**src/rv64alu_pkg.sv**
```systemverilog
// Shared types, opcodes and sizes for the RV64I execute block.
`default_nettype none
package rv64alu_pkg;

    localparam int XLEN      = 64;
    localparam int REG_COUNT = 32;
    localparam int REG_AW    = $clog2(REG_COUNT);
    localparam int IDX_W     = 5;
    localparam int OPC_W     = 5;
    localparam int IMM_W     = 32;
    localparam int Q_DEPTH   = 2;
    localparam int Q_AW      = $clog2(Q_DEPTH);

    localparam logic [5:0] SHAMT64_MASK = 6'b111111;
    localparam logic [4:0] SHAMT32_MASK = 5'b11111;

    localparam logic [OPC_W-1:0] OP_ADDI  = 5'd0;
    localparam logic [OPC_W-1:0] OP_SLTI  = 5'd1;
    localparam logic [OPC_W-1:0] OP_SLTIU = 5'd2;
    localparam logic [OPC_W-1:0] OP_XORI  = 5'd3;
    localparam logic [OPC_W-1:0] OP_ORI   = 5'd4;
    localparam logic [OPC_W-1:0] OP_ANDI  = 5'd5;
    localparam logic [OPC_W-1:0] OP_SLLI  = 5'd6;
    localparam logic [OPC_W-1:0] OP_SRLI  = 5'd7;
    localparam logic [OPC_W-1:0] OP_SRAI  = 5'd8;
    localparam logic [OPC_W-1:0] OP_LUI   = 5'd9;
    localparam logic [OPC_W-1:0] OP_AUIPC = 5'd10;
    localparam logic [OPC_W-1:0] OP_ADD   = 5'd11;
    localparam logic [OPC_W-1:0] OP_SUB   = 5'd12;
    localparam logic [OPC_W-1:0] OP_SLL   = 5'd13;
    localparam logic [OPC_W-1:0] OP_SLT   = 5'd14;
    localparam logic [OPC_W-1:0] OP_SLTU  = 5'd15;
    localparam logic [OPC_W-1:0] OP_XOR   = 5'd16;
    localparam logic [OPC_W-1:0] OP_SRL   = 5'd17;
    localparam logic [OPC_W-1:0] OP_SRA   = 5'd18;
    localparam logic [OPC_W-1:0] OP_OR    = 5'd19;
    localparam logic [OPC_W-1:0] OP_AND   = 5'd20;
    localparam logic [OPC_W-1:0] OP_ADDIW = 5'd21;
    localparam logic [OPC_W-1:0] OP_SLLIW = 5'd22;
    localparam logic [OPC_W-1:0] OP_SRLIW = 5'd23;
    localparam logic [OPC_W-1:0] OP_SRAIW = 5'd24;
    localparam logic [OPC_W-1:0] OP_ADDW  = 5'd25;
    localparam logic [OPC_W-1:0] OP_SUBW  = 5'd26;
    localparam logic [OPC_W-1:0] OP_SLLW  = 5'd27;
    localparam logic [OPC_W-1:0] OP_SRLW  = 5'd28;
    localparam logic [OPC_W-1:0] OP_SRAW  = 5'd29;

    typedef enum logic [3:0] {
        ALU_ADD,
        ALU_SUB,
        ALU_SLT,
        ALU_SLTU,
        ALU_XOR,
        ALU_OR,
        ALU_AND,
        ALU_SLL,
        ALU_SRL,
        ALU_SRA,
        ALU_PASS
    } t_alu_op;

    // Decoded request as it travels from front to back
    typedef struct packed {
        t_alu_op          alu_op;
        logic             use_imm;
        logic             use_pc;
        logic             is_word;
        logic             wr_en;
        logic [IDX_W-1:0] rd;
        logic [IDX_W-1:0] rs1;
        logic [IDX_W-1:0] rs2;
        logic [IMM_W-1:0] imm;
        logic [XLEN-1:0]  pc;
    } t_uop;

    function automatic logic idx_in_range(input logic [IDX_W-1:0] idx);
        return (int'(idx) < REG_COUNT);
    endfunction

    // x0 and out-of-range indices never hold data
    function automatic logic idx_live(input logic [IDX_W-1:0] idx);
        return (idx != '0) && idx_in_range(idx);
    endfunction

endpackage
`default_nettype wire

```
**src/rv64alu_front.sv**
```systemverilog
// Front end: takes requests and decodes the opcode into an ALU control word.
`default_nettype none
module rv64alu_front (
    input  wire logic                           i_in_valid,
    output logic                                o_in_ready,
    input  wire logic [rv64alu_pkg::OPC_W-1:0]  i_opcode,
    input  wire logic [rv64alu_pkg::IDX_W-1:0]  i_dest_index,
    input  wire logic [rv64alu_pkg::IDX_W-1:0]  i_src1_index,
    input  wire logic [rv64alu_pkg::IDX_W-1:0]  i_src2_index,
    input  wire logic [rv64alu_pkg::IMM_W-1:0]  i_immediate,
    input  wire logic [rv64alu_pkg::XLEN-1:0]   i_instr_pc,
    output logic                                o_push_valid,
    input  wire logic                           i_push_ready,
    output rv64alu_pkg::t_uop                   o_uop
);
    import rv64alu_pkg::*;

    logic op_known;

    assign o_in_ready   = i_push_ready;
    assign o_push_valid = i_in_valid;

    always_comb begin
        op_known        = 1'b1;
        o_uop.alu_op    = ALU_ADD;
        o_uop.use_imm   = 1'b0;
        o_uop.use_pc    = 1'b0;
        o_uop.is_word   = 1'b0;
        o_uop.rd        = i_dest_index;
        o_uop.rs1       = i_src1_index;
        o_uop.rs2       = i_src2_index;
        o_uop.imm       = i_immediate;
        o_uop.pc        = i_instr_pc;
        case (i_opcode)
            OP_ADDI:  begin o_uop.use_imm = 1'b1; end
            OP_SLTI:  begin o_uop.use_imm = 1'b1; o_uop.alu_op = ALU_SLT;  end
            OP_SLTIU: begin o_uop.use_imm = 1'b1; o_uop.alu_op = ALU_SLTU; end
            OP_XORI:  begin o_uop.use_imm = 1'b1; o_uop.alu_op = ALU_XOR;  end
            OP_ORI:   begin o_uop.use_imm = 1'b1; o_uop.alu_op = ALU_OR;   end
            OP_ANDI:  begin o_uop.use_imm = 1'b1; o_uop.alu_op = ALU_AND;  end
            OP_SLLI:  begin o_uop.use_imm = 1'b1; o_uop.alu_op = ALU_SLL;  end
            OP_SRLI:  begin o_uop.use_imm = 1'b1; o_uop.alu_op = ALU_SRL;  end
            OP_SRAI:  begin o_uop.use_imm = 1'b1; o_uop.alu_op = ALU_SRA;  end
            OP_LUI:   begin o_uop.use_imm = 1'b1; o_uop.alu_op = ALU_PASS; end
            OP_AUIPC: begin o_uop.use_imm = 1'b1; o_uop.use_pc = 1'b1;    end
            OP_ADD:   begin o_uop.alu_op = ALU_ADD;  end
            OP_SUB:   begin o_uop.alu_op = ALU_SUB;  end
            OP_SLL:   begin o_uop.alu_op = ALU_SLL;  end
            OP_SLT:   begin o_uop.alu_op = ALU_SLT;  end
            OP_SLTU:  begin o_uop.alu_op = ALU_SLTU; end
            OP_XOR:   begin o_uop.alu_op = ALU_XOR;  end
            OP_SRL:   begin o_uop.alu_op = ALU_SRL;  end
            OP_SRA:   begin o_uop.alu_op = ALU_SRA;  end
            OP_OR:    begin o_uop.alu_op = ALU_OR;   end
            OP_AND:   begin o_uop.alu_op = ALU_AND;  end
            OP_ADDIW: begin o_uop.use_imm = 1'b1; o_uop.is_word = 1'b1; end
            OP_SLLIW: begin
                o_uop.use_imm = 1'b1; o_uop.is_word = 1'b1; o_uop.alu_op = ALU_SLL;
            end
            OP_SRLIW: begin
                o_uop.use_imm = 1'b1; o_uop.is_word = 1'b1; o_uop.alu_op = ALU_SRL;
            end
            OP_SRAIW: begin
                o_uop.use_imm = 1'b1; o_uop.is_word = 1'b1; o_uop.alu_op = ALU_SRA;
            end
            OP_ADDW:  begin o_uop.is_word = 1'b1; end
            OP_SUBW:  begin o_uop.is_word = 1'b1; o_uop.alu_op = ALU_SUB; end
            OP_SLLW:  begin o_uop.is_word = 1'b1; o_uop.alu_op = ALU_SLL; end
            OP_SRLW:  begin o_uop.is_word = 1'b1; o_uop.alu_op = ALU_SRL; end
            OP_SRAW:  begin o_uop.is_word = 1'b1; o_uop.alu_op = ALU_SRA; end
            default:  begin op_known = 1'b0; end
        endcase
        // unused opcodes and dead destinations produce a zero result, no write
        o_uop.wr_en = op_known && idx_live(i_dest_index);
    end

endmodule
`default_nettype wire

```
**config.mk**
```make
export PLATFORM = sky130hd
export DESIGN_NAME = rv64alu_front
export DESIGN_NICKNAME = d
export VERILOG_FILES = /design/src/rv64alu_pkg.sv /design/src/rv64alu_front.sv
export SDC_FILE = /design/constraint.sdc
export NUM_CORES = 1
export LEC_CHECK = 0
export BUFFER_PORTS_ARGS = -buffer_cell sky130_fd_sc_hd__buf_2
export CAP_MARGIN = 25
export CELL_PAD_IN_SITES_DETAIL_PLACEMENT = 0
export CELL_PAD_IN_SITES_GLOBAL_PLACEMENT = 2
export CORE_MARGIN = 5
export CORE_UTILIZATION = 10
export DETAILED_ROUTE_END_ITERATION = 12
export MAX_ROUTING_LAYER = met4
export PLACE_DENSITY_LB_ADDON = 0.1
export SLEW_MARGIN = 20
export SYNTH_ARGS = -nofsm -noshare
export SYNTH_HDL_FRONTEND = slang
export SYNTH_SLANG_ARGS = --single-unit
```
**constraint.sdc**
```tcl
create_clock -name vclk -period 1.9
set_input_delay 0.095 -clock vclk [all_inputs]
set_output_delay 0.095 -clock vclk [all_outputs]
set_load 0.005 [all_outputs]
```
==> results.md, run 1 <==
- Grt ovf: 0
- Vias in the first global route: 593
- DPL Wire Length: 1770 um
- Post-synthesis sequential area ratio: 0%
- Port Buffers: 23
- Synth Warn #: 0
- Post-synthesis average cell area: 7.47 sq um
- Row count: 40
- Count leader, synth: buf_4
- First error: [ERROR DRT-0255] Maze Route cannot find path of net i_instr_pc[35] in worker of routeBox ( 96600 0 ) ( 119310 48300 ).
- Die H: 119 um
- Mapped cell area: 1190 sq um
- Post-CTS setup repair buffer count: 0
- CTS resizes: 0
- Yosys top cell area share: 71.0%
- Post-Syn Nets: 278
- All-Layer GR Usage: 2.94%
- Top post-synthesis cells by count: buf_4, buf_6, nor2_1, o21ai_1
- Distinct cells, synth: 32
- Initial Util: 10.1%
- Area leader, netlist: buf_4
- Status: did not finish
- Stopped at: detailed routing (5_2_route)
- Initial antenna violation count: 0
- # IOs: 239
- CTS Hold Bufs: 0
- First-pass GRT wire length: 3330 um
- Syn Inst Count: 160
- Largest net degree at the start of global routing: 20
- Area contributors post-synth: buf_4, buf_6, nor4bb_1, o21ai_1, a311oi_2
- Die width: 119 um
- Pre-CTS setup slack: 0.516 ns
- Routability congestion estimate: 0.596
## cells by family after synthesis
logic type                count (synthesis)  share of synthesized area, %
AOI/OAI and AO/OA                        16                          10.3
xor gates and xnor gates                  1                         0.733
buffers and inverters                   122                          77.2
and+or+nand+nor                          21                          11.8
## per-stage QoR
stage | hold WS [ns] | util (%) | instance area [sq um] | cells
after floorplan | 0.271 | - | 1190 | 160
after global placement | 0.190 | 4.93 | 584 | 211
after detailed placement | 0.190 | 4.93 | 584 | 211
after CTS | 0.190 | 4.93 | 584 | 211
after global routing | 0.190 | 4.93 | 584 | 211
## layer usage
layer	GRT usage [%]
met3	1.42
met1	2.25
met2	5.16
met5	-
met4	2.43
==> run 2: changes to the inputs <==
CELL_PAD_IN_SITES_DETAIL_PLACEMENT = unset   (was 0)
CELL_PAD_IN_SITES_GLOBAL_PLACEMENT = unset   (was 2)
CORE_AREA = 5 5 89 91   (was unset)
CORE_MARGIN = unset   (was 5)
CORE_UTILIZATION = unset   (was 10)
DIE_AREA = 0 0 94 96   (was unset)
MAX_ROUTING_LAYER = unset   (was met4)
PLACE_DENSITY_LB_ADDON = 0.15   (was 0.1)
==> run 2 against run 1 <==
  * The run now ends clean
  * Synthesized area did not move
  * Synthesized cell count did not move
  * Global-route usage rose by 1.2 points
==> results.md, run 2 <==
- Status: finished clean
- CP max stage cell: a222oi_1
- Seq cells: 0
- Hold Fails Final Rpt: 0
- Largest delay contributor family on the critical path: buffers and inverters
- CP startpoint kind: input port
- Total Power: 98.5 uW
- Post-CTS setup repair buffer count: 0
- DR iter-0 viols: 55
- Nets: 184
- VDD IR max: 36.6 uV
- Die area: 9020 sq um
- Die width: 94 um
- CTS resizes: 0
- Mapped cell area: 1190 sq um
- DPL Wire Length: 1730 um
- Critical Path AT: 1.14 ns
- CTS Hold Bufs: 0
- Via count: 535
- Die H: 96 um
- Initial antenna violation count: 0
- Area leader, netlist: buf_4
- Port Buffers: 23
- Hold endpoint: o_push_valid
- Layout clock buffers: 0
- PwrDens: 188 nW/um^2
- Fin crit share: 64.7%
- Grt ovf: 0
- Fin. max-slew vios: 0
- Highest routed layer: met4
- Hold Path Origin: i_in_valid
- Slew HR: 75.5%
- Drt drc: 0
- Core ar.: 7060 sq um
- Slowest Stage Delay on Critical Path: 0.32 ns
- Crit. End Element: primary output
- Row count: 31
- Number of routed nets with antenna violations: 0
- Crit path max fanout: 14
- Fmax: 0.813 GHz
- WS Path Type: input port to primary output
- Synth Warn #: 0
- DRT met1 WL: 570 um
- Crit path cell chain: buf_2 -> or2_1 -> o22ai_1 -> a222oi_1 -> buf_2
- Via/cell ratio: 3.28
- Largest net degree at the start of global routing: 20
- DR WL met3: 301 um
- Post-route setup TNS: 0 ns
- Commonest non-fill, non-tap cell in the layout: buf_2
- Post-synthesis average cell area: 7.47 sq um
- RSZ-0062 raised after global routing: no
- WL/cell: 13.2 um
- Commonest cells after routing, fill and taps aside: buf_2, nor2_1, o21ai_1
- DR WL met2: 964 um
- TritonRoute pass-1 iters: 4
- CP required: 1.80 ns
- Vias in the first global route: 546
- Antenna cell count: 0
- Min-delay worst type: input port to primary output
- Area of the multi-input gates: 273 sq um
- All-Layer GR Usage: 4.14%
- Max Cap Viol: 0
- Syn Inst Count: 160
- Top post-synthesis cells by count: buf_4, buf_6, nor2_1, o21ai_1
- Post-synthesis sequential area ratio: 0%
- Drt total wl: 2150 um
- # IOs: 239
- WHS Path Cells: 0
- Minimum clock period: 1.23 ns
- Count leader, synth: buf_4
- Final setup violation count: 0
- Area contributors post-synth: buf_4, buf_6, nor4bb_1, o21ai_1, a311oi_2
- Top cell by count, worst path: buf_2
- Area growth syn-to-layout: -56.1%
- Yosys top cell area share: 71.0%
- Post-Syn Nets: 278
- Register area: 0 sq um
- Layout cells sized above 1: 46.9%
- Routability congestion estimate: 0.575
- Leakage power: 0.000190 uW
- Fill cells: 868
- Initial Util: 16.9%
- Distinct cells, synth: 32
- Measured slew at the worst slew-check pin: 0.368 ns
- First-pass GRT wire length: 2970 um
- Bufs and invs on worst path: 2
-- run 2: cells by family (layout without fill, tap and decap cells) --
kind of cell,Yosys count,in the layout,share of synthesized area (%)
and+or+nand+nor,21,21,11.8
buffers and inverters,122,26,77.2
xor gates and xnor gates,1,1,0.733
AOI/OAI and AO/OA,16,16,10.3
-- run 2: worst max-delay path by stage --
stage | start | end | slack (ns) | cells past startpoint
floorplan | i_dest_index[0] | o_uop[111] | 1.07 | 3
global placement | i_dest_index[0] | o_uop[111] | 0.63 | 5
detailed placement | i_dest_index[0] | o_uop[111] | 0.63 | 5
CTS | i_dest_index[0] | o_uop[111] | 0.63 | 5
global route | i_opcode[3] | o_uop[114] | 0.52 | 5
finish | i_opcode[3] | o_uop[114] | 0.67 | 5
-- run 2: final cells by class --
type / instances / share of cell area (%)
Timing Repair Buffer: 23 / 22.0
Tap cell: 99 / 23.6
Inverter: 3 / 2.39
Multi-Input combinational cell: 38 / 52.0
-- run 2: through the flow --
| stage | cells | hold slack [ns] | utilization, % | worst slack (ns) | area, sq um |
|---|---|---|---|---|---|
| 2_1_floorplan | 160 | 0.271 | - | 1.07 | 1190 |
| 3_3_place_gp | 163 | 0.190 | 7.43 | 0.630 | 524 |
| 3_5_place_dp | 163 | 0.190 | 7.43 | 0.631 | 524 |
| 4_1_cts | 163 | 0.190 | 7.43 | 0.631 | 524 |
| 5_1_grt | 163 | 0.190 | 7.43 | 0.518 | 524 |
| 6_report | 163 | 0.190 | 7.43 | 0.670 | 524 |
-- run 2: routing by layer --
layer	GRT usage, %	vias up
met5	0	-
met4	6.26	0
met3	1.49	48
met2	6.45	29
met1	3.40	243
li1	-	215
-- run 2: power breakdown --
part	switching [uW]	internal, uW	total (uW)	leakage [uW]
clock network	0	0	0	0
registers	0	0	0	0
logic	55.1	43.3	98.5	0.000190
(Power assumes the default switching activity.)
==> run 3: changes to the inputs <==
CORE_AREA = 5 5 91 93   (was 5 5 89 91)
DIE_AREA = 0 0 96 98   (was 0 0 94 96)
clock period = 1.1 ns   (was 1.9 ns; I/O delays follow)
==> run 3 against run 2 <==
  * First-iteration DRC count decreased by 71%
  * Power increased by 110%
  * Final area increased by 16%
  * Critical path type unchanged
  * Wire length increased by 17%
  * Via count increased by 7.3%
  * Clock-buffer cell count unchanged
  * Cell count increased by 6.7%
  * Global-route usage increased by 0.79 points
  * Combinational power increased by 110%
  * Worst hold slack got worse by 0.080 ns
==> results.md, run 3 (synthesis results as in run 2) <==
- Fill cells: 905
- TritonRoute pass-1 iters: 4
- Number of routed nets with antenna violations: 0
- Highest routed layer: met4
- WS Path Type: input port to primary output
- Initial Util: 16.0%
- Slew HR: 79.8%
- Max Cap Viol: 0
- Utilization after layout: 8.17%
- Core ar.: 7450 sq um
- Layout cells sized above 1: 55.6%
- CTS resizes: 0
- Fmax: 0.959 GHz
- Antenna cell count: 0
- Final setup violation count: 0
- DPL Wire Length: 2100 um
- CP max stage cell: or4_4
- CP startpoint kind: input port
- Initial antenna violation count: 0
- # IOs: 239
- First-pass GRT wire length: 3710 um
- Seq cells: 0
- Post-route setup TNS: 0 ns
- Final hold slack: 0.110 ns
- Commonest cells after routing, fill and taps aside: buf_2, buf_4, o21ai_1
- Largest net degree at the start of global routing: 17
- DRT met1 WL: 722 um
- Min-delay worst type: input port to primary output
- Drt total wl: 2520 um
- Critical Path AT: 0.99 ns
- Row count: 32
- CTS Hold Bufs: 0
- PwrDens: 333 nW/um^2
- Post-CTS setup repair buffer count: 0
- Measured slew at the worst slew-check pin: 0.304 ns
- Nets: 192
- Die area: 9410 sq um
- RSZ-0062 raised after global routing: no
- Area growth syn-to-layout: -49.1%
- Hold Fails Final Rpt: 0
- Register area: 0 sq um
- Status: finished clean
- Fin. max-slew vios: 0
- Vias in the first global route: 641
- Minimum clock period: 1.04 ns
- Port Buffers: 23
- Drt drc: 0
- Leakage power: 0.000233 uW
- Slowest Stage Delay on Critical Path: 0.53 ns
- Crit path cell chain: buf_2 -> or4_4 -> nor2_2 -> a41oi_1 -> buf_2
- DR WL met3: 313 um
- CP required: 1.04 ns
- Crit. End Element: primary output
- WL/cell: 14.5 um
- Top cell by count, worst path: buf_2
- Via count: 574
- Commonest non-fill, non-tap cell in the layout: buf_2
- All-Layer GR Usage: 4.93%
- DR iter-0 viols: 16
- DR WL met2: 982 um
- Fin crit share: 94.7%
- Via/cell ratio: 3.30
- Routability congestion estimate: 0.660
- Total Power: 202 uW
- Crit path max fanout: 2
- VDD IR max: 43.5 uV
- Die width: 96 um
- Grt ovf: 0
- Die H: 98 um
- Area of the multi-input gates: 279 sq um
- Layout clock buffers: 0
==> run 3: per-layer routing <==
layer,up-vias,GRT usage [%]
li1,229,-
met1,238,4.31
met2,47,6.37
met3,60,1.23
met4,0,9.63
met5,-,0
==> run 3: worst max-delay path: cells and delay by family <==
kind | cells | cell delay [ns]
buf+inv | 2 | 0.25
compound gates | 1 | 0.04
simple gates | 2 | 0.64
==> run 3: layout make-up <==
class	count	share of cell area, %
timing repair buffer	31	31.1
multi-input combinational	38	45.9
inverter	3	2.06
tap	102	21.0
==> run 3: report_power, final <==
group / internal [uW] / leakage (uW) / switching (uW)
registers: 0 / 0 / 0
clock network: 0 / 0 / 0
logic: 99.5 / 0.000233 / 103
total: 99.5 / 0.000233 / 103
==> run 3: metrics by stage <==
step / instance area (sq um) / setup slack (ns) / instances
3_3_place_gp: 588 / 0.0345 / 174
2_1_floorplan: 1190 / 0.346 / 160
4_1_cts: 588 / 0.0138 / 174
5_1_grt: 608 / 0.00996 / 174
3_5_place_dp: 588 / 0.0140 / 174
6_report: 608 / 0.0578 / 174
==> run 3: path summary, 6_finish.rpt <==
kind,from,cells after the start,end
setup / recovery,i_dest_index[0],5,o_uop[111]
hold / removal,i_push_ready,0,o_in_ready
