### src/rv64alu_pkg.sv
// Shared types, opcodes and sizes for the RV64I execute block.
`default_nettype none
package rv64alu_pkg;

    localparam int XLEN      = 64;
    localparam int REG_COUNT = 32;
    localparam int REG_AW    = $clog2(REG_COUNT);
    localparam int IDX_W     = 5;
    localparam int OPC_W     = 5;
    localparam int IMM_W     = 32;
    localparam int Q_DEPTH   = 2;
    localparam int Q_AW      = $clog2(Q_DEPTH);

    localparam logic [5:0] SHAMT64_MASK = 6'b111111;
    localparam logic [4:0] SHAMT32_MASK = 5'b11111;

    localparam logic [OPC_W-1:0] OP_ADDI  = 5'd0;
    localparam logic [OPC_W-1:0] OP_SLTI  = 5'd1;
    localparam logic [OPC_W-1:0] OP_SLTIU = 5'd2;
    localparam logic [OPC_W-1:0] OP_XORI  = 5'd3;
    localparam logic [OPC_W-1:0] OP_ORI   = 5'd4;
    localparam logic [OPC_W-1:0] OP_ANDI  = 5'd5;
    localparam logic [OPC_W-1:0] OP_SLLI  = 5'd6;
    localparam logic [OPC_W-1:0] OP_SRLI  = 5'd7;
    localparam logic [OPC_W-1:0] OP_SRAI  = 5'd8;
    localparam logic [OPC_W-1:0] OP_LUI   = 5'd9;
    localparam logic [OPC_W-1:0] OP_AUIPC = 5'd10;
    localparam logic [OPC_W-1:0] OP_ADD   = 5'd11;
    localparam logic [OPC_W-1:0] OP_SUB   = 5'd12;
    localparam logic [OPC_W-1:0] OP_SLL   = 5'd13;
    localparam logic [OPC_W-1:0] OP_SLT   = 5'd14;
    localparam logic [OPC_W-1:0] OP_SLTU  = 5'd15;
    localparam logic [OPC_W-1:0] OP_XOR   = 5'd16;
    localparam logic [OPC_W-1:0] OP_SRL   = 5'd17;
    localparam logic [OPC_W-1:0] OP_SRA   = 5'd18;
    localparam logic [OPC_W-1:0] OP_OR    = 5'd19;
    localparam logic [OPC_W-1:0] OP_AND   = 5'd20;
    localparam logic [OPC_W-1:0] OP_ADDIW = 5'd21;
    localparam logic [OPC_W-1:0] OP_SLLIW = 5'd22;
    localparam logic [OPC_W-1:0] OP_SRLIW = 5'd23;
    localparam logic [OPC_W-1:0] OP_SRAIW = 5'd24;
    localparam logic [OPC_W-1:0] OP_ADDW  = 5'd25;
    localparam logic [OPC_W-1:0] OP_SUBW  = 5'd26;
    localparam logic [OPC_W-1:0] OP_SLLW  = 5'd27;
    localparam logic [OPC_W-1:0] OP_SRLW  = 5'd28;
    localparam logic [OPC_W-1:0] OP_SRAW  = 5'd29;

    typedef enum logic [3:0] {
        ALU_ADD,
        ALU_SUB,
        ALU_SLT,
        ALU_SLTU,
        ALU_XOR,
        ALU_OR,
        ALU_AND,
        ALU_SLL,
        ALU_SRL,
        ALU_SRA,
        ALU_PASS
    } t_alu_op;

    // Decoded request as it travels from front to back
    typedef struct packed {
        t_alu_op          alu_op;
        logic             use_imm;
        logic             use_pc;
        logic             is_word;
        logic             wr_en;
        logic [IDX_W-1:0] rd;
        logic [IDX_W-1:0] rs1;
        logic [IDX_W-1:0] rs2;
        logic [IMM_W-1:0] imm;
        logic [XLEN-1:0]  pc;
    } t_uop;

    function automatic logic idx_in_range(input logic [IDX_W-1:0] idx);
        return (int'(idx) < REG_COUNT);
    endfunction

    // x0 and out-of-range indices never hold data
    function automatic logic idx_live(input logic [IDX_W-1:0] idx);
        return (idx != '0) && idx_in_range(idx);
    endfunction

endpackage
`default_nettype wire

### src/rv64alu_queue.sv
// Two-entry queue of decoded requests between front and back.
`default_nettype none
module rv64alu_queue (
    input  wire logic               i_clk,
    input  wire logic               i_rst_n,
    input  wire logic               i_push_valid,
    output logic                    o_push_ready,
    input  wire rv64alu_pkg::t_uop  i_uop,
    output logic                    o_pop_valid,
    input  wire logic               i_pop_ready,
    output rv64alu_pkg::t_uop       o_uop
);
    import rv64alu_pkg::*;

    t_uop             r_slots [Q_DEPTH];
    logic [Q_AW-1:0]  r_wr_ptr;
    logic [Q_AW-1:0]  r_rd_ptr;
    logic [Q_AW:0]    r_count;
    logic [Q_AW-1:0]  n_wr_ptr;
    logic [Q_AW-1:0]  n_rd_ptr;
    logic             push;
    logic             pop;

    assign o_push_ready = (r_count != (Q_AW+1)'(Q_DEPTH));
    assign o_pop_valid  = (r_count != '0);
    assign o_uop        = r_slots[r_rd_ptr];
    assign push         = i_push_valid && o_push_ready;
    assign pop          = o_pop_valid && i_pop_ready;

    assign n_wr_ptr = (r_wr_ptr == Q_AW'(Q_DEPTH-1)) ? '0 : r_wr_ptr + 1'b1;
    assign n_rd_ptr = (r_rd_ptr == Q_AW'(Q_DEPTH-1)) ? '0 : r_rd_ptr + 1'b1;

    always_ff @(posedge i_clk) begin
        if (push) begin
            r_slots[r_wr_ptr] <= i_uop;
        end
    end

    always_ff @(posedge i_clk) begin
        if (!i_rst_n) begin
            r_wr_ptr <= '0;
            r_rd_ptr <= '0;
            r_count  <= '0;
        end else begin
            if (push) begin
                r_wr_ptr <= n_wr_ptr;
            end
            if (pop) begin
                r_rd_ptr <= n_rd_ptr;
            end
            if (push && !pop) begin
                r_count <= r_count + 1'b1;
            end else if (pop && !push) begin
                r_count <= r_count - 1'b1;
            end
        end
    end

endmodule
`default_nettype wire

### config.mk
export PLATFORM = sky130hd
export DESIGN_NAME = rv64alu_queue
export DESIGN_NICKNAME = d
export VERILOG_FILES = /design/src/rv64alu_pkg.sv /design/src/rv64alu_queue.sv
export SDC_FILE = /design/constraint.sdc
export NUM_CORES = 1
export LEC_CHECK = 0
export ABC_AREA = 1
export BUFFER_PORTS_ARGS = -buffer_cell sky130_fd_sc_hd__clkbuf_2
export CORE_ASPECT_RATIO = 0.8
export CORE_MARGIN = 2
export CORE_UTILIZATION = 32
export CTS_CLUSTER_DIAMETER = 150
export DETAILED_ROUTE_END_ITERATION = 8
export PLACE_DENSITY = 0.55
export SYNTH_ARGS = -nofsm -noshare
export SYNTH_HDL_FRONTEND = slang
export SYNTH_SLANG_ARGS = --single-unit
export TNS_END_PERCENT = 50
### constraint.sdc
create_clock -name i_clk -period 6 [get_ports i_clk]
set_clock_uncertainty 0.2 [all_clocks]
set_input_delay 0.3 -clock i_clk [delete_from_list [all_inputs] [get_ports i_clk]]
set_output_delay 0.3 -clock i_clk [all_outputs]
set_load 0.03 [all_outputs]
### Word-level counts from Yosys, hierarchy flattened

Memory sizes are Yosys's and may differ from the RTL's. A register that Yosys moved wholly into a read port is not among the register bits.
Cells that the tools add are included.
Widths: inputs -> output; s select.

| operators by class | value |
|---|---|
| equal/unequal tests | 1 |
| reduce and logical (&&, ||, !) cells | 8 |
| add/subtract/negate cells | 4 |
| muxes and demuxes | 8 |

Operator list:

| operator | count |
|---|---|
| $mux 1 | 6 |
| $logic_and 1x1->1 | 4 |
| $mux 2 | 2 |
| $reduce_bool 2->1 | 2 |
| $add 1x1->1 const B | 2 |
| $add 2x1->2 const B | 1 |
| $logic_not 1->1 | 2 |
| $ne 2x2->1 const B | 1 |
| $sub 2x1->2 const B | 1 |

| storage, ports and cells | value |
|---|---|
| bits in writable memories | 238 |
| bits in registers | 4 |
| word-level logic and storage cells | 25 |
| memories kept | 1 |
| input bits | 123 |

Memories:

| memory | words | width | read ports | clocked after memory_dff | wr ports | line | RTL |
|---|---|---|---|---|---|---|---|
| r_slots | 2 | 119 | 1 | 1 | 1 | rv64alu_queue.sv:15 | `t_uop r_slots [Q_DEPTH];` |

### Longest topological paths before layout

Gate-level depths: netlist of the first run.

| depth | value |
|---|---|
| depth in word-level cells | 6 |
| mapped depth | 11 |
| mapped depth without buffers | 11 |

### Worst setup path after synthesis of the first run

Ideal clock, no wire load.

| timing path | value |
|---|---|
| path kind | register -> register |
| from | register r_count[0] |
| to | memory r_slots[0][0] (netlist bit) (enable) |
| library setup time | 599 ps |
| period minus slack after synthesis | 6559 ps |
| path slack | -559 ps |
| data arrival time | 5760 ps |
| buffers on the path | 0 |
| stages on the path, launching flop included | 5 |
| cells stage by stage | dfxtp_1 -> inv_1 -> nand2_1 -> nand2_1 -> nor2_1 |

| on the way | value |
|---|---|
| word-level cells in the longest chain between the ends | 4 |

RTL lines:

| item | line | RTL |
|---|---|---|
| start: declaration | rv64alu_queue.sv:18 | `logic [Q_AW:0] r_count;` |
| start signal: assignment | rv64alu_queue.sv:52 | `r_count <= r_count + 1'b1;` |
| start signal: assignment | rv64alu_queue.sv:54 | `r_count <= r_count - 1'b1;` |
| $ne 2x2->1 | rv64alu_queue.sv:24 | `assign o_push_ready = (r_count != (Q_AW+1)'(Q_DEPTH));` |
| via o_push_ready | rv64alu_queue.sv:7 | `output logic o_push_ready,` |
| $logic_and 1x1->1 | rv64alu_queue.sv:27 | `assign push = i_push_valid && o_push_ready;` |
| $mux 1 | rv64alu_queue.sv:34 | `if (push) begin` |
| $mux 1 (implied by the code) | rv64alu_queue.sv:35 | `r_slots[r_wr_ptr] <= i_uop;` |
| end: declaration | rv64alu_queue.sv:15 |  |

The timed path passes the listed nets, and every way through them passes these cells.

==> run summary, run 1 <==
Leaving out fill and tap cells, the most frequent cell in the layout is sky130_fd_sc_hd__clkbuf_2. The fill cell instance count of the final layout is around 2.4k. The I/O pin total is roughly 240. The average wire per cell in the routed design came out at 15.8 microns. The chip height came out at around 150 microns. The width of the die came out at roughly 190 microns. The maximum cell stage delay along the critical path is around 0.86 ns. The post-cts repair resize count is 0.

The post-route core utilization came out at 45.3%. The flow ran to the end, and the final reports show no timing, DRC or antenna violations. The placed instances occupy a cell area of ~10000 sq um. Walking the worst path, the cells encountered are buf_4 > mux2_2 > clkbuf_2. The aggregate negative setup slack came out at 0 ns. The worst setup path is captured at a primary output. Summing over every cut layer, the via total after detailed routing is a little over 5k.

After layout, the worst path uses between 50% and 60% of the clock period. The routed design could run at a clock period as short as 3.35 ns. The worst-skew pair later-pin latency is ~0.50 ns.

The critical path class is flip-flop to primary output. The post-route antenna net violation count came out at 0. TritonCTS built the clock tree. The largest buffer count on any clock path came out at 3. The final layout net count came out at 914. IR analysis of the VDD net gives a maximum drop of slightly below 0.2 mV. The tightest hold path in the finished design has a slack of 0.116 ns. The clock-pin slew reported for the worst setup and hold paths after clock tree synthesis came out at about 0.06 ns. The total clock buffers created by CTS came out at 25. STA classifies the critical path startpoint as a flip-flop. The die outline area came out at 29200 sq um. The worst register-to-register path has a setup slack of roughly 3.9 ns. The total grt overflow came out at 0.

The completed layout was analyzed and its total power is approximately 0.0050 W. The tree is rooted in a sky130_fd_sc_hd__clkbuf_16. The yosys synthesis warning count is 0. The power density relative to cell area is between 400 and 500 nW/um^2.

The area of the core is between 20000 and 30000 sq um. The static power due to leakage is 4.66 nW. The overall global routing resource usage is between 10% and 20%. Setup violations remaining at the end of the flow were counted as 0. The number of clock sinks seen by CTS came out at around 240. The pin count of the biggest net entering global routing is 62. The final routed wirelength across all metal layers is about 18000 microns. The area of all placed cells without fillers came out at around 12000 sq um. In the final layout, the multi-input gates occupy approximately 1500 sq um. The initial antenna violation count came out at 1.

The total of max-cap violations came out at 0. The area of the mapped netlist is roughly 8900 sq um. The critical path data required time came out at between 5 and 6 ns.

The slowest stage of the critical path belongs to the cell sky130_fd_sc_hd__dfxtp_4. The growth of design area from synthesis to finish is 38.8%. The number of setup buffers added after CTS came out at 0. Of the cells placed in the final design, the portion with a size suffix greater than 1 is 49.6%. The count of hold buffers inserted by post-cts repair came out at 121. The detailed router's first-iteration violation count is slightly below 300.

The top cell types in the final layout, fill and taps aside, are sky130_fd_sc_hd__clkbuf_2 (243), sky130_fd_sc_hd__edfxtp_1 (238), sky130_fd_sc_hd__dlygate4sd3_1 (121). The worst hold path belongs to the class input pin to flip-flop. The number of max-slew violations in the final report is 0. The number of standard cells after synthesis is 407. The number of register bits inferred by synthesis came out at approximately 240. The highest clock rate is 298 MHz. The highest fanout seen on the critical path came out at 61. The post-synth net total is around 530. The count of port buffers added during placement is roughly 240. The number of global-route vias before repair is approximately 5.3k. The buffers plus inverters on the worst setup path came out at 2. In this run the number of H-tree levels came out at 1. The proportion of synthesized chip area in sequential cells came out at 81.4%.

The synthesized area per cell is about 22 sq um. The DRC violations left came out at 0. The final-report hold violation count came out at 0. The number of iterations in the first detailed-routing pass is 4. The congestion estimate from routability-driven global placement came to 0.741. The actual transition at the worst max-transition pin came out at 0.864 ns.

The via count normalized by instance count is 4.33. The first global-routing pass estimated around 28000 microns of wire. The placed wire-length estimate after detailed placement came out at roughly 12000 microns.

The worst slew margin relative to its limit is ~42%. The row count came out at 54. The initial core utilization came out at approximately 33%. For the worst setup path, the data arrival time is between 2 and 3 ns. The top cell family by delay on the critical path is buffers and inverters.

Setup repair after global routing left no endpoint under its margin. The unique cell type count in the Yosys netlist came out at 14. The area of all sequential standard cells came out at slightly above 7000 sq um.
-- layout make-up --
| cell class | instances | share of cell area [%] |
|---|---|---|
| tap | 364 | 3.69 |
| timing repair buffer | 369 | 19.9 |
| sequential | 243 | 58.7 |
| clock buffer | 29 | 5.18 |
| inverter | 8 | 0.243 |
| clock inverter | 11 | 0.395 |
| antenna | 1 | 0.0202 |
| multi-input combinational | 143 | 11.9 |
-- path summary, 6_finish.rpt --
path / from / endpoint / cells after the start
max: flip-flop / o_uop[74] / 3
min: i_push_valid / r_wr_ptr / 4
max reg2reg: r_count[0] / r_slots[1][111] / 5
min reg2reg: r_rd_ptr / r_rd_ptr / 2
-- worst reg2reg max path: stages (launching register included) --
cell                      delay [ns]
sky130_fd_sc_hd__dfxtp_1        0.35
sky130_fd_sc_hd__inv_1          0.10
sky130_fd_sc_hd__nand2_1        0.09
sky130_fd_sc_hd__nand2_1        0.16
sky130_fd_sc_hd__nor2_4         0.13
sky130_fd_sc_hd__buf_4          0.65
-- routing by layer --
metal | track usage (%) | up-vias | wire [microns]
li1 | - | 2368 | -
met3 | 3.10 | 41 | 1320
met2 | 20.1 | 185 | 8730
met5 | 0 | - | 0
met1 | 15.4 | 2460 | 7800
met4 | 4.10 | 0 | 583
-- cells in the mapped netlist --
library cell               instances  share of area, %
sky130_fd_sc_hd__mux2_2          119                15
sky130_fd_sc_hd__dfxtp_1           5               1.1
sky130_fd_sc_hd__nand3_1           1             0.056
sky130_fd_sc_hd__ha_1              1              0.14
sky130_fd_sc_hd__buf_6             2              0.25
sky130_fd_sc_hd__edfxtp_1        238                80
sky130_fd_sc_hd__nor2_1            8              0.34
sky130_fd_sc_hd__clkbuf_8         11               1.7
sky130_fd_sc_hd__o21a_1            1             0.084
sky130_fd_sc_hd__nand2_1           9              0.38
sky130_fd_sc_hd__o21ai_0           2              0.11
sky130_fd_sc_hd__nand4_1           1             0.070
sky130_fd_sc_hd__inv_1             8              0.34
sky130_fd_sc_hd__a21oi_1           1             0.056
-- kinds of logic after synthesis --
family          Yosys count  share of synthesized area, %
fa+ha+maj                 1                         0.141
simple gates             19                         0.843
mux                     119                          15.1
buf+inv                  21                          2.29
flops                   243                          81.4
compound gates            4                         0.253
-- stage by stage --
| stage | setup WS, ns | instances |
|---|---|---|
| 2_1_floorplan | -0.559 | 407 |
| 3_3_place_gp | 3.18 | 1006 |
| 3_5_place_dp | 3.12 | 1006 |
| 5_1_grt | 2.48 | 1168 |
| 6_report | 2.65 | 1168 |
| 4_1_cts | 2.57 | 1167 |
-- power by group --
group          internal, W  switching (W)
combinational     0.000486       0.000905
clock             0.000752       0.000579
sequential         0.00215      0.0000957
-- registers in the layout, indices dropped and copies added, names as in the netlist, named ones only --
register and cells:
r_rd_ptr 1, r_slots 238, r_wr_ptr 1, r_count 2
(Power assumes the default switching activity.)
==> run 2: changes to the inputs <==
Clock period 6 ns to 2.9 ns, I/O delays scaled along.
==> run summary, run 2 (same netlist as run 1, synthesis figures left out) <==
CP cell instances: buf_12 > mux2_2 > clkbuf_2 (was buf_4 > mux2_2 > clkbuf_2). The via count normalized by instance count is 4.29 (was 4.33). The die outline area is 29200 sq um (unchanged). The count of hold buffers inserted by post-cts repair came to 125 (was 121). The number of iterations in the first detailed-routing pass came out at 4 (unchanged).

The startpoint of the worst register-to-register path is r_count[1] (was r_count[0]). The highest fanout seen on the critical path came to 63 (was 61). The average wire per cell in the routed design came out at 15.8 microns (about the same). Status: completed (unchanged).

The largest voltage drop on the vdd net came out at 0.510 mV (was 0.197 mV). The via count came out at 5050 (was 5054). The power density relative to cell area came to 847 nW/um^2 (was 402 nW/um^2). The count of port buffers added during placement came out at 243 (unchanged). The I/O pin total came out at 244 (unchanged). The kind of capture point of the worst setup path is a primary output (unchanged). The critical path data required time was 2.56 ns (was 5.50 ns).

The portion of the clock cycle consumed by the worst path in the final layout came out at 86.9%. The total of max-cap violations came out at 0 (unchanged). The overall global routing resource usage came to 12.3% (was 12.1%). Subtracting the final worst setup slack from the clock period gives roughly 2.5 ns. The global-route wire length before repair is 28500 microns (was 28200 microns). The static power due to leakage is 4.74 nW (was 4.66 nW).

The TritonCTS clock tree was yes (unchanged). The worst-skew pair later-pin latency is 0.52 ns (was 0.50 ns). The number of max-slew violations in the final report is 0 (unchanged). The total clock buffers created by CTS is 26 (was 25). Top flop regs: r_slots: 238 flops, r_count: 2 flops (unchanged). Most frequent cells in the layout: sky130_fd_sc_hd__clkbuf_2 (243), sky130_fd_sc_hd__edfxtp_1 (238), sky130_fd_sc_hd__dlygate4sd3_1 (125) (was sky130_fd_sc_hd__clkbuf_2 (243), sky130_fd_sc_hd__edfxtp_1 (238), sky130_fd_sc_hd__dlygate4sd3_1 (121)). The highest-delay cell along the critical path is sky130_fd_sc_hd__dfxtp_4 (unchanged). The detailed router's first-iteration violation count came out at 233 (was 291). The kind of start point of the critical path is a flip-flop (unchanged). The row count came to 54 (unchanged).

The final layout net count came out at 919 (was 914). The width of the die was 190 microns (unchanged). The number of global-route vias before repair was 5386 (was 5296). The number of setup buffers added after CTS was 0 (unchanged). The initial antenna violation count came to 1 (unchanged). The initial core utilization came out at 32.6% (unchanged). The number of flip-flops under the largest register name is 238 (unchanged). The total area of multi-input combinational cells is 1480 sq um (was 1470 sq um). The final setup violation count came out at 0 (unchanged). The post-route core utilization is 46.0% (was 45.3%). The critical path class was flip-flop to primary output (unchanged). The maximum cell stage delay along the critical path was 0.63 ns (was 0.86 ns). The area of all sequential standard cells came to 7250 sq um (about the same). The highest clock rate is around 400 MHz.

The deepest level of the CTS H-tree came out at 1 (unchanged). The overall power was 0.0106 W (was 0.00497 W). The post-route antenna net violation count is 0 (unchanged). The growth of design area from synthesis to finish was 41.0% (was 38.8%).

The total grt overflow was 0 (unchanged). The DRC violations left came out at 0 (unchanged). The pin count of the biggest net entering global routing was 120 (was 62). The final routed wirelength across all metal layers came to 18600 microns (was 18400 microns). The clock-pin slew reported for the worst setup and hold paths after clock tree synthesis is 0.06 ns (about the same). The class of the most critical hold timing path is input pin to flip-flop (unchanged). The critical hold path startpoint is i_uop[96] (was i_push_valid).

The buffer type at the clock tree root is sky130_fd_sc_hd__clkbuf_16 (unchanged). The worst slew margin relative to its limit is 54.3% (was 42.4%). The actual transition at the worst max-transition pin is 0.685 ns (was 0.864 ns).

The most common library cell in the layout ignoring fill and taps is sky130_fd_sc_hd__clkbuf_2 (unchanged). The placed wire-length estimate after detailed placement came out at 11600 microns (was 11700 microns). The arrival time at the worst endpoint was 2.18 ns (was 2.85 ns). The number of clock sinks seen by CTS came out at 243 (unchanged).

The register with the most flip-flops is r_slots (unchanged). The fill cell instance count of the final layout is 2403 (was 2421). The area of the core came to 27300 sq um (unchanged). The share of layout cells above drive strength 1 came out at 50.5% (was 49.6%). The largest buffer count on any clock path is 3 (unchanged). Unrepaired setup endpoints after global routing: no (unchanged). The placer's final routability congestion estimate is 0.773 (was 0.741).

The chip height is 153 microns (unchanged). The post-cts repair resize count is 0 (unchanged). The final-report hold violation count came to 0 (unchanged).
[run 2: cell types whose count changed in the layout (fill, tap and decap cells not counted), moves of 2 or more]
cell,previous run,this run
sky130_fd_sc_hd__clkbuf_1,4,6
sky130_fd_sc_hd__buf_4,5,2
sky130_fd_sc_hd__clkinvlp_4,0,2
sky130_fd_sc_hd__buf_12,0,3
sky130_fd_sc_hd__clkinv_2,2,6
sky130_fd_sc_hd__clkbuf_16,25,27
sky130_fd_sc_hd__nand2_1,9,7
sky130_fd_sc_hd__dlygate4sd3_1,121,125
sky130_fd_sc_hd__clkinv_1,8,3
sky130_fd_sc_hd__nand2_4,0,2
[run 2: through the flow]
stage               setup TNS (ns)  setup slack (ns)  instance area, sq um  hold slack [ns]  instances
detailed placement               0             0.912                 10500            0.138       1006
CTS                              0             0.342                 12500            0.120       1176
floorplan                   -18.04           -0.0855                  8930           0.0439        407
global placement                 0             0.944                 10500            0.133       1006
finish                           0             0.380                 12500            0.154       1177
global route                     0             0.250                 12500            0.137       1177
[run 2: worst paths after layout]
kind              slack, ns  cells after the start              to
setup / recovery       0.38                      3       o_uop[26]
setup reg to reg       0.68                      6       flip-flop
hold reg to reg        0.32                      2        r_rd_ptr
hold / removal         0.15                      2  r_slots[1][96]
[run 2: where the power goes]
group	switching (W)	total [W]	leakage, nW	internal [W]
Combinational	0.00193	0.00298	2.10	0.00106
Clock	0.00125	0.00303	0.382	0.00178
Sequential	0.000164	0.00461	2.26	0.00445
[run 2: final cells by class]
class                      count  area share (%)
timing repair buffer         373            20.3
antenna                        1          0.0199
sequential                   243            57.8
inverter                       8           0.239
clock inverter                12           0.688
tap                          364            3.63
multi-input combinational    143            11.8
clock buffer                  33            5.56
[run 2: routing by layer]
layer	vias up	track usage (%)	part of all wire, %
li1	2381	-	-
met1	2464	15.1	42
met2	175	20.9	47
met3	30	4.13	8.4
met4	0	3.10	2.3
met5	-	0	0
[run 2: worst max-delay path: cells and delay by family (launching register included)]
family	cells	cell delay, ns
buffers and inverters	2	0.54
multiplexers	1	0.40
flip-flops	1	0.63
==> run 3: changes to the inputs <==
Settings changed: ABC_AREA 1 to default, BUFFER_PORTS_ARGS -buffer_cell sky130_fd_sc_hd__clkbuf_2 to default, CORE_MARGIN 2 to default, DONT_BUFFER_PORTS from default to 1, PLACE_DENSITY 0.55 to 0.47.
==> run summary, run 3 <==
The average wire per cell in the routed design is 18.1 microns (was 15.8 microns). The top cell type by total area after synthesis is sky130_fd_sc_hd__edfxtp_1 (unchanged). The placer's final routability congestion estimate was 0.742 (was 0.773). The total grt overflow was 0 (unchanged). The count of placed standard cells including taps came out at 751 (was 1006). The capture point of the critical path is o_uop[36] (was o_uop[26]). The chip height came to 151 microns (was 153 microns). The worst hold slack after final layout came out at 0.0793 ns (was 0.154 ns).

The TritonCTS clock tree was yes (unchanged). The area of the core is 27200 sq um (was 27300 sq um). The number of clock sinks seen by CTS came out at 243 (unchanged). The proportion of synthesized chip area in sequential cells was 81.8% (was 81.4%). The class of the most critical hold timing path is input pin to flip-flop (unchanged).

The end of the worst register-to-register path is r_slots[0][112]. The count of non-filler cells in the finished layout is 922 (was 1177). The worst-skew pair later-pin latency came out at 0.51 ns (was 0.52 ns).

The post-synth net total came out at 518 (was 531). The fraction of power spent switching nets came out at 31.9% (was 31.5%). The flop-to-flop setup slack came to 0.79 ns (was 0.68 ns). The detailed router's first-iteration violation count is 155 (was 233). The arrival time at the worst endpoint came out at 2.07 ns (was 2.18 ns).

The relative contribution of the clock network to total power is 29.2% (was 28.5%). The row count is 54 (unchanged). The number of iterations in the first detailed-routing pass is 4 (unchanged). The portion of total power attributed to combinational logic came out at 26.5% (was 28.1%).

List of most frequent post-synthesis cells: sky130_fd_sc_hd__edfxtp_1 (238), sky130_fd_sc_hd__mux2_2 (119), sky130_fd_sc_hd__buf_6 (10) (was sky130_fd_sc_hd__edfxtp_1 (238), sky130_fd_sc_hd__mux2_2 (119), sky130_fd_sc_hd__clkbuf_8 (11)). The post-route antenna net violation count is 0 (unchanged). CP cell instances: buf_12 > mux2_2 (was buf_12 > mux2_2 > clkbuf_2). The most frequently used cell type in the post-synthesis netlist is sky130_fd_sc_hd__edfxtp_1 (unchanged). Status: completed (unchanged). The final layout net count is 662 (was 919). The number of standard cells after synthesis came to 394 (was 407). The clock-pin slew reported for the worst setup and hold paths after clock tree synthesis is 0.06 ns (about the same).

The number of max-slew violations in the final report came out at 0 (unchanged). The post-route minimum period came out at 2.41 ns (was 2.52 ns). The final setup violation count came out at 0 (unchanged).

The startpoint of the worst register-to-register path is r_count[0] (was r_count[1]). The static power due to leakage is 3.69 nW (was 4.74 nW). The via count normalized by instance count is 4.43 (was 4.29). The part of the total power dissipated in sequential elements came to 44.4% (was 43.4%). The pin count of the biggest net entering global routing came out at 60 (was 120).

The critical path class is flip-flop to primary output (unchanged). The share of layout cells above drive strength 1 is 28.8% (was 50.5%). The highest fanout seen on the critical path came out at 50 (was 63). The unique cell type count in the Yosys netlist came to 20 (was 14). The kind of capture point of the worst setup path is a primary output (unchanged). The power density relative to cell area is 907 nW/um^2 (was 847 nW/um^2). The synthesized area per cell is 22.5 sq um (was 21.9 sq um). The largest buffer count on any clock path is 3 (unchanged). The growth of design area from synthesis to finish came out at 27.8% (was 41.0%).

The number of flip-flops under the largest register name came to 238 (unchanged). The register with the most flip-flops is r_slots (unchanged). Unrepaired setup endpoints after global routing: no (unchanged). The overall global routing resource usage is 11.3% (was 12.3%). The placed wire-length estimate after detailed placement is 10400 microns (was 11600 microns). The area of all placed cells without fillers came out at 11300 sq um (was 12500 sq um). The number of global-route vias before repair is 4386 (was 5386). The final-report hold violation count came out at 0 (unchanged).

The global-route wire length before repair is 24900 microns (was 28500 microns). The async set or reset register ratio after synthesis came out at 0% (unchanged). The switching component of the power came out at 0.00328 W (was 0.00334 W).

The worst slew margin relative to its limit came out at 64.4% (was 54.3%). The worst-case reg-to-reg path depth came out at 4 (was 6). The critical path data required time is 2.56 ns (about the same). The area share of the largest cell type after synthesis came to 80.6% (was 80.3%). Top flop regs: r_slots: 238 flops, r_count: 2 flops (unchanged). The buffer type at the clock tree root is sky130_fd_sc_hd__clkbuf_16 (unchanged). The DRC violations left is 0 (unchanged). The maximum cell stage delay along the critical path is 0.69 ns (was 0.63 ns). The most common library cell in the layout ignoring fill and taps was sky130_fd_sc_hd__edfxtp_1 (was sky130_fd_sc_hd__clkbuf_2).

The logic depth of the worst setup path including buffers is 2 (was 3). The highest-delay cell along the critical path is sky130_fd_sc_hd__dfxtp_4 (unchanged). The deepest level of the CTS H-tree was 1 (unchanged). The count of port buffers added during placement is 0 (was 243). Most frequent cells in the layout: sky130_fd_sc_hd__edfxtp_1 (238), sky130_fd_sc_hd__dlygate4sd3_1 (123), sky130_fd_sc_hd__mux2_2 (119) (was sky130_fd_sc_hd__clkbuf_2 (243), sky130_fd_sc_hd__edfxtp_1 (238), sky130_fd_sc_hd__dlygate4sd3_1 (125)).

The actual transition at the worst max-transition pin came out at 0.535 ns (was 0.685 ns). The placement-stage cell area came out at 9320 sq um (was 10500 sq um). The via count came out at 4082 (was 5050). The area of the mapped netlist came out at 8860 sq um (was 8900 sq um).

The total of max-cap violations came out at 0 (unchanged). The critical hold path startpoint is i_uop[89] (was i_uop[96]). The number of register bits inferred by synthesis came out at 243 (unchanged).

The final routed wirelength across all metal layers is 16700 microns (was 18600 microns). The top flip-flop cell by instance count after synthesis is sky130_fd_sc_hd__edfxtp_1 (unchanged). The post-cts repair resize count came out at 0 (unchanged). The largest voltage drop on the vdd net came to 0.633 mV (was 0.510 mV).

Largest cells by area after synthesis: sky130_fd_sc_hd__edfxtp_1 (81%), sky130_fd_sc_hd__mux2_2 (15%), sky130_fd_sc_hd__buf_6 (1.3%) (was sky130_fd_sc_hd__edfxtp_1 (80%), sky130_fd_sc_hd__mux2_2 (15%), sky130_fd_sc_hd__clkbuf_8 (1.7%)). The total clock buffers created by CTS came out at 26 (unchanged). The initial core utilization came out at 32.6% (about the same). The portion of the clock cycle consumed by the worst path in the final layout is 83.1% (was 86.9%). The die outline area is 28400 sq um (was 29200 sq um). The aggregate negative setup slack came out at 0 ns (unchanged). The kind of start point of the critical path is a flip-flop (unchanged).

The buffers plus inverters on the worst setup path is 1 (was 2). The initial antenna violation count is 3 (was 1). The yosys synthesis warning count came to 0 (unchanged). The count of flip-flops with a built-in enable after synthesis came out at 238 (unchanged). The highest clock rate was 415 MHz (was 397 MHz). The top cell family by delay on the critical path was flip-flops (unchanged). The internal power was 0.00700 W (was 0.00728 W). The I/O pin total is 244 (unchanged). The width of the die came out at 188 microns (was 190 microns).
[run 3: changes by cell type after synthesis, moves of 2 or more]
| cell | previous run | this run |
|---|---|---|
| sky130_fd_sc_hd__and2_1 | 0 | 4 |
| sky130_fd_sc_hd__inv_1 | 8 | 1 |
| sky130_fd_sc_hd__buf_4 | 0 | 3 |
| sky130_fd_sc_hd__nor2_1 | 8 | 0 |
| sky130_fd_sc_hd__clkbuf_8 | 11 | 0 |
| sky130_fd_sc_hd__xnor2_1 | 0 | 2 |
| sky130_fd_sc_hd__nand2_1 | 9 | 0 |
| sky130_fd_sc_hd__buf_6 | 2 | 10 |
[run 3: metal layers]
layer	share of wire, %	vias up	track usage, %
met5	0	-	0
met4	2.4	0	3.17
li1	-	1859	-
met3	12	27	5.47
met1	40	2008	13.8
met2	46	188	17.8
[run 3: final cells by class]
cell class,instances,area (sq um)
Fill cell,2394,15900
Clock buffer,35,706
Tap cell,364,455
Inverter,1,6.26
Clock inverter,10,67.6
Antenna cell,3,7.51
Timing Repair Buffer,129,1350
Multi-Input combinational cell,137,1480
Sequential cell,243,7250
[run 3: stage by stage]
| stage | setup WS [ns] | power [W] | util, % |
|---|---|---|---|
| floorplan | -0.794 | 0.00691 | - |
| global placement | 0.829 | 0.00719 | 34.2 |
| detailed placement | 0.783 | 0.00723 | 34.2 |
| CTS | 0.410 | 0.0104 | 41.6 |
| global route | 0.360 | 0.0107 | 41.6 |
| finish | 0.489 | 0.0103 | 41.6 |
[run 3: cell families (layout without fill, tap and decap cells)]
family | after synthesis | in the layout | synth area share (%)
multiplexers | 119 | 119 | 15.1
other | 0 | 3 | 0
AO/OA/AOI/OAI | 5 | 5 | 0.395
buffers and inverters | 14 | 175 | 1.57
flip-flops | 243 | 243 | 81.8
XOR/XNOR | 3 | 3 | 0.296
AND/OR/NAND/NOR | 9 | 9 | 0.734
adder cells (fa/ha/maj) | 1 | 1 | 0.141
[run 3: repair_timing]
action / in CTS / in global routing
hold buffers: 123 / 0
buffers inserted: 0 / 0
hold endpoints to repair: 288 / 0
[run 3: worst min-delay path by stage]
stage | slack [ns] | to | cells past startpoint
floorplan | 0.04 | r_slots[0][0] | 0
global placement | 0.04 | r_slots[1][97] | 0
detailed placement | 0.04 | r_slots[0][100] | 0
CTS | 0.04 | r_slots[0][75] | 1
global route | 0.06 | r_slots[0][47] | 1
finish | 0.08 | r_slots[1][89] | 1
[run 3: power groups by stage]
stage	Sequential, W	Clock, W	Combinational, W
floorplan	0.00457	0	0.00234
global placement	0.00462	0	0.00257
detailed placement	0.00464	0	0.00259
CTS	0.00457	0.00311	0.00277
global route	0.00461	0.00326	0.00285
finish	0.00456	0.00300	0.00272
